<file path="config.mk">
export PLATFORM = sky130hd
export DESIGN_NAME = video_header_split_scanner
export DESIGN_NICKNAME = d
export VERILOG_FILES = /design/src/rtl/core/vhss_pkg.sv /design/src/rtl/core/video_header_split_scanner.sv
export SDC_FILE = /design/constraint.sdc
export NUM_CORES = 1
export LEC_CHECK = 0
export ABC_AREA = 1
export BUFFER_PORTS_ARGS = -buffer_cell sky130_fd_sc_hd__buf_2
export CORE_AREA = 2 2 98 100
export DETAILED_ROUTE_END_ITERATION = 7
export DIE_AREA = 0 0 100 102
export PLACE_DENSITY = 0.79
export SLEW_MARGIN = 5
export SYNTH_ARGS = -nofsm -noshare
export SYNTH_HDL_FRONTEND = slang
export SYNTH_SLANG_ARGS = --single-unit
</file>
<file path="constraint.sdc">
create_clock -name clk -period 2.55 [get_ports clk]
set_input_delay 0.255 -clock clk [delete_from_list [all_inputs] [get_ports clk]]
set_output_delay 0.255 -clock clk [all_outputs]
set_load 0.05 [all_outputs]
</file>
<file path="src/rtl/core/vhss_pkg.sv">
// Shared types and start-code constants for the video header split scanner.
package vhss_pkg;

  typedef struct packed {
    logic [7:0] data_byte;
    logic       last_byte;
  } in_item_t;

  typedef struct packed {
    logic        split_found;
    logic [15:0] split_offset;
    logic        compatible;
  } out_item_t;

  typedef enum logic {
    REG_CODEC_MODE = 1'b0,
    REG_CHECK_ONLY = 1'b1
  } reg_idx_t;

  typedef enum logic {
    MODE_H264 = 1'b0,
    MODE_MPEG = 1'b1
  } codec_mode_t;

  localparam logic [31:0] SHIFT_RESET   = 32'hFFFF_FFFF;
  localparam logic [31:0] NAL_TYPE_MASK = 32'hFFFF_FF1F;
  localparam logic [31:0] PREFIX_MASK   = 32'hFFFF_FF00;
  localparam logic [31:0] NAL_SPS       = 32'h0000_0107;
  localparam logic [31:0] NAL_PPS       = 32'h0000_0108;
  localparam logic [31:0] NAL_SLICE     = 32'h0000_0101;
  localparam logic [31:0] NAL_SLICE_DPA = 32'h0000_0102;
  localparam logic [31:0] NAL_IDR       = 32'h0000_0105;
  localparam logic [31:0] START_PREFIX  = 32'h0000_0100;
  localparam logic [31:0] SEQ_HEADER    = 32'h0000_01B3;
  localparam logic [31:0] SEQ_EXTENSION = 32'h0000_01B5;
  localparam logic [31:0] START_END     = 32'h0000_0200;
  localparam logic [31:0] OFS_MAX       = 32'h0000_FFFF;

endpackage

</file>
<file path="src/rtl/core/video_header_split_scanner.sv">
// Start-code scanner that finds where the header part of a video buffer ends.
//
//   channel  | direction | handshake          | payload
//   in_      | input     | in_valid/in_stall  | in_item  (data_byte, last_byte)
//   out_     | output    | out_valid/out_stall| out_item (split_found, offset, compatible)
//   cfg      | APB       | psel/penable       | codec_mode, check_only
//
// One byte per cycle unless the result is stalled: a byte waits in the input register,
// then the shift word compare logic updates the scan state and loads the result register.
// The result register loads together with the scan state, from the input register byte.
// Reset (rst_n, synchronous) clears scan state, configuration and valid flags; the state also
// returns to reset after each last byte. A stalled result holds the compute
// stage; the input register still takes one byte, then stalls the input.
module video_header_split_scanner
  import vhss_pkg::*;
#(
  parameter int POS_BITS = 16
) (
  input  logic        clk,
  input  logic        rst_n,
  input  logic        in_valid,
  output logic        in_stall,
  input  in_item_t    in_item,
  output logic        out_valid,
  input  logic        out_stall,
  output out_item_t   out_item,
  input  logic        psel,
  input  logic        penable,
  input  logic        pwrite,
  input  logic [2:0]  paddr,
  input  logic [31:0] pwdata,
  output logic [31:0] prdata,
  output logic        pready
);

  localparam logic [POS_BITS-1:0] POS_MAX = {POS_BITS{1'b1}};

  // configuration
  logic codec_mode_r, check_only_r;
  logic cfg_wr;

  assign pready = 1'b1;
  assign cfg_wr = psel && penable && pwrite;

  always_comb begin
    prdata = '0;
    unique case (reg_idx_t'(paddr[2]))
      REG_CODEC_MODE: prdata[0] = codec_mode_r;
      REG_CHECK_ONLY: prdata[0] = check_only_r;
      default:        prdata = '0;
    endcase
  end

  always_ff @(posedge clk) begin
    if (!rst_n) begin
      codec_mode_r <= 1'b0;
      check_only_r <= 1'b0;
    end else if (cfg_wr) begin
      if (reg_idx_t'(paddr[2]) == REG_CODEC_MODE) codec_mode_r <= pwdata[0];
      if (reg_idx_t'(paddr[2]) == REG_CHECK_ONLY) check_only_r <= pwdata[0];
    end
  end

  // input register
  logic     s1_valid_r;
  in_item_t s1_item_r;
  logic     fire;
  logic     res_free;

  assign res_free = !out_valid || !out_stall;
  assign fire     = s1_valid_r && res_free;
  assign in_stall = s1_valid_r && !res_free;

  always_ff @(posedge clk) begin
    if (!rst_n) begin
      s1_valid_r <= 1'b0;
    end else if (!in_stall) begin
      s1_valid_r <= in_valid;
    end
  end

  always_ff @(posedge clk) begin
    if (!in_stall && in_valid) s1_item_r <= in_item;
  end

  // scan state
  logic [31:0]         shift_r, shift_nxt, sw;
  logic [POS_BITS-1:0] pos_r, pos_nxt;
  logic [POS_BITS-1:0] zr_r, zr_nxt, zr_cand;
  logic                sps_r, sps_nxt;
  logic                pps_r, pps_nxt;
  logic                seq_r, seq_nxt;
  logic                decided_r, decided_nxt;
  logic                hit, emit;
  out_item_t           res_nxt;
  logic [31:0]         t, zr_ext, p_ext, mp_ofs;

  assign sw     = {shift_r[23:0], s1_item_r.data_byte};
  assign t      = sw & NAL_TYPE_MASK;
  assign zr_cand = (s1_item_r.data_byte == 8'h00 && shift_r[7:0] != 8'h00) ? pos_r : zr_r;
  assign zr_ext = 32'(zr_cand);
  assign p_ext  = 32'(pos_r);
  assign mp_ofs = (p_ext >= 32'd3) ? p_ext - 32'd3 : 32'd0;

  always_comb begin
    shift_nxt   = shift_r;
    pos_nxt     = pos_r;
    zr_nxt      = zr_r;
    sps_nxt     = sps_r;
    pps_nxt     = pps_r;
    seq_nxt     = seq_r;
    decided_nxt = decided_r;
    hit         = 1'b0;
    res_nxt     = '0;
    if (!decided_r) begin
      shift_nxt = sw;
      zr_nxt    = zr_cand;
      if (pos_r != POS_MAX) pos_nxt = pos_r + 1'b1;
      if (codec_mode_t'(codec_mode_r) == MODE_H264) begin
        if (t == NAL_SPS) begin
          sps_nxt = 1'b1;
        end else if (t == NAL_PPS) begin
          pps_nxt = 1'b1;
          if (check_only_r) begin
            hit                = 1'b1;
            res_nxt.compatible = sps_r;
          end
        end else if ((sw & PREFIX_MASK) == START_PREFIX && pps_r &&
                     (t == NAL_SLICE || t == NAL_SLICE_DPA || t == NAL_IDR)) begin
          hit                  = 1'b1;
          res_nxt.split_found  = 1'b1;
          res_nxt.split_offset = (zr_ext > OFS_MAX) ? 16'hFFFF : zr_ext[15:0];
        end
      end else begin
        if (sw == SEQ_HEADER) begin
          seq_nxt = 1'b1;
        end else if (seq_r && sw != SEQ_EXTENSION && sw >= START_PREFIX &&
                     sw < START_END) begin
          hit                  = 1'b1;
          res_nxt.split_found  = 1'b1;
          res_nxt.split_offset = (mp_ofs > OFS_MAX) ? 16'hFFFF : mp_ofs[15:0];
        end
      end
      if (hit || s1_item_r.last_byte) decided_nxt = 1'b1;
    end
    if (s1_item_r.last_byte) begin
      shift_nxt   = SHIFT_RESET;
      pos_nxt     = '0;
      zr_nxt      = '0;
      sps_nxt     = 1'b0;
      pps_nxt     = 1'b0;
      seq_nxt     = 1'b0;
      decided_nxt = 1'b0;
    end
  end

  assign emit = !decided_r && (hit || s1_item_r.last_byte);

  always_ff @(posedge clk) begin
    if (!rst_n) begin
      shift_r   <= SHIFT_RESET;
      pos_r     <= '0;
      zr_r      <= '0;
      sps_r     <= 1'b0;
      pps_r     <= 1'b0;
      seq_r     <= 1'b0;
      decided_r <= 1'b0;
    end else if (fire) begin
      shift_r   <= shift_nxt;
      pos_r     <= pos_nxt;
      zr_r      <= zr_nxt;
      sps_r     <= sps_nxt;
      pps_r     <= pps_nxt;
      seq_r     <= seq_nxt;
      decided_r <= decided_nxt;
    end
  end

  // result register
  always_ff @(posedge clk) begin
    if (!rst_n) begin
      out_valid <= 1'b0;
    end else if (res_free) begin
      out_valid <= fire && emit;
    end
  end

  always_ff @(posedge clk) begin
    if (fire && emit) out_item <= res_nxt;
  end

  // checks
  a_last_clears: assert property (@(posedge clk) disable iff (!rst_n)
    fire && s1_item_r.last_byte |=> pos_r == '0 && !decided_r && shift_r == SHIFT_RESET)
    else $error("scan state not cleared after last byte");

  a_result_source: assert property (@(posedge clk) disable iff (!rst_n)
    out_valid && !$past(out_valid && out_stall) |-> $past(fire && !decided_r))
    else $error("result appeared without a scanned byte");

  a_found_excl: assert property (@(posedge clk) disable iff (!rst_n)
    out_valid |-> !(out_item.split_found && out_item.compatible))
    else $error("split and compatibility reported together");

  a_no_found_zero: assert property (@(posedge clk) disable iff (!rst_n)
    out_valid && !out_item.split_found |-> out_item.split_offset == 16'h0000)
    else $error("offset nonzero without a split");

endmodule
</file>
==> reports/qor.csv <==
metric;value;unit
max-cap-violations;0;
grtUsageTotal;0.212;
std_cell_rows;35;
grt_max_degree;32;
hold_slack;0.0700;ns
synth.most_common_cell;nand2_1;
final-hold-violation-count;0;
setup_slack;0.404;ns
grt_pass1_vias;3724;
cts_tree;built;
peakVddDrop;0.223;mV
vias;4186;
wl_per_cell;13.6;um
syn_avg_cell_area;7.68;sq um
combPwrFrac;0.115;
cts-root-buf;clkbuf_8;
final_nets;718;
path_max_fanout;18;
clk_latency;0.35;ns
skew;0.00834;ns
yosysUniqueCellTypes;38;
diodes;0;
synth_top_area_frac;0.262;
ant_nets;0;
post_cts_buffers;0;
viasPerCell;5.35;
setup-violations-final;0;
start_util;0.536;
seqPwrFrac;0.550;
synth.area.top_cells;dfxtp_1 26%, edfxtp_1 17%, nand2_1 10%;
grt_pass1_wl;17.4;mm
final_area;5190;sq um
htreeDepth;3;
core;9110;sq um
yosys_warnings;0;
antenna_found_initial;0;
synth_ff_type;dfxtp_1;
hpwl;7.84;mm
rsz0062_at_grt;false;
busiest_layer;met2;
clock_sinks;91;
power_frac_clock;0.335;
ys_seq_elements;91;
clk_pin_slew_worst_paths;0.09;ns
netlist_area;4880;sq um
ios;104;
dpl_cell_area;5000;sq um
post-place-ws;0.469;ns
die-area;10200;sq um
synth_edf_count;27;
leakagePower;0.00224;uW
drtIter0Drc;347;
fill_cells;850;
portBuffers;38;
required;2.59;ns
synth_top_cell_by_area;dfxtp_1;
cp.arrival;2.19;ns
yosys-top-cells-count;134 x nand2_1, 69 x inv_1, 64 x dfxtp_1;
fin_tns_setup;0;ns
worstSetupEndpointType;flop;
fmax;466;MHz
power.switching;785;uW
syn-instance-count;636;
gp_congestion;0.929;
use_met3;0.0390;
critPathLaunchType;flop;
pwr_density_cell;542;nW/um^2
path_class;reg -> reg;
first_pass_iters;5;
drv_slew;0;
cts_hold_buf;0;
drt_wl_total;10.6;mm
async_flop_share;0;
min_period;2.15;ns
layout-area-overhead-vs-synth;6.36;%
switching_share;0.279;
drc;0;
die_w;100;um
final_layout_size_suffix_gt1_frac;0.159;
status;completed;
die-height;102;um
p_int;2030;uW
period_share;0.841;
cts-buffers-inserted;9;
use_met1;0.297;
cts_max_path_buffers;2;
cts-resized-gates;0;
grt_remaining_overflow;0;
yosysSeqAreaShare;0.428;
hp-class;in -> reg;
grtUsageMet2;0.334;
==> cells in the final DEF, fill, tap and decap left out, types with 2 or more instances in the layout <==
cell,synthesis,layout
nor2_4,6,6
a21oi_1,51,51
o21ai_0,32,32
inv_1,69,69
nor2_2,10,10
nor3_1,16,16
nand2_2,6,6
clkinv_2,0,2
o21ai_1,5,5
nor2_1,57,57
dfxtp_1,64,64
buf_4,36,9
conb_1,2,32
nand2_1,134,134
nand3_1,25,25
edfxtp_1,27,27
nand4_1,10,10
inv_2,8,8
clkbuf_8,0,10
o221ai_1,15,15
buf_2,9,38
o21ai_2,5,5
a211oi_2,2,2
o211ai_1,9,9
xor2_1,13,13
==> power groups by stage <==
stage,Combinational (uW),Clock [uW],Sequential [uW]
2_1_floorplan,298,0,1580
3_3_place_gp,316,0,1580
3_5_place_dp,322,0,1580
4_1_cts,323,960,1550
5_1_grt,352,1020,1550
6_report,325,943,1550
==> layer usage <==
layer	part of all wire	routed length, um
met4	0.022	232
met3	0.062	656
met1	0.47	4970
met5	0	0
met2	0.45	4760
==> logic make-up (layout without fill, tap and decap cells) <==
kind of cell             count (synthesis)  after routing  synth area share
AO/OA/AOI/OAI                          122            122             0.151
XOR/XNOR                                13             13            0.0233
adder cells (fa/ha/maj)                  1              1           0.00256
buffers and inverters                  135            140             0.140
flip-flops                              91             91             0.428
other                                    2             32           0.00154
AND/OR/NAND/NOR                        272            272             0.253
==> stage by stage <==
step                std cells  utilization  power (uW)
floorplan                 666            -        1880
global placement          766        0.549        1900
detailed placement        766        0.549        1900
CTS                       782        0.570        2830
global route              782        0.570        2930
finish                    782        0.570        2820
==> worst paths after layout <==
| path | from | end | slack (ns) | cells after the start |
|---|---|---|---|---|
| worst max-delay path | shift_r[20] | out_item[16] | 0.40 | 12 |
| worst min-delay path | in_item[3] | s1_item_r[3] | 0.07 | 1 |
| worst max register to register | shift_r[20] | out_item[16] | 0.40 | 12 |
| worst min register to register | sps_r | sps_r | 0.46 | 2 |
==> state kept, by name, summed over array words and instances, names as in the netlist, 9 cells and up <==
| signal | count |
|---|---|
| pos_r | 16 |
| zr_r | 16 |
| shift_r | 24 |
| out_item | 18 |
| s1_item_r | 9 |
==> area by class of cell <==
cell class,instances,area (sq um),area share
clock buffers,11,163,0.0313
inverters,77,289,0.0557
multi-input cells,440,2220,0.427
clock inverters,5,32.5,0.00627
flip-flops and latches,91,2090,0.403
well taps,111,139,0.0267
repair buffers,47,258,0.0496
==> worst max-delay path, stage by stage, from the launching register on <==
cell and delay, ns:
dfxtp_1 0.33, nor2_1 0.10, nand2_1 0.07, nor2_2 0.22
nand3_1 0.11, nor2_1 0.17, nand2_1 0.19, nand2_1 0.11
inv_1 0.08, nand3_1 0.07, nand2_1 0.07, inv_1 0.06
buf_4 0.24
(Power assumes the default switching activity.)
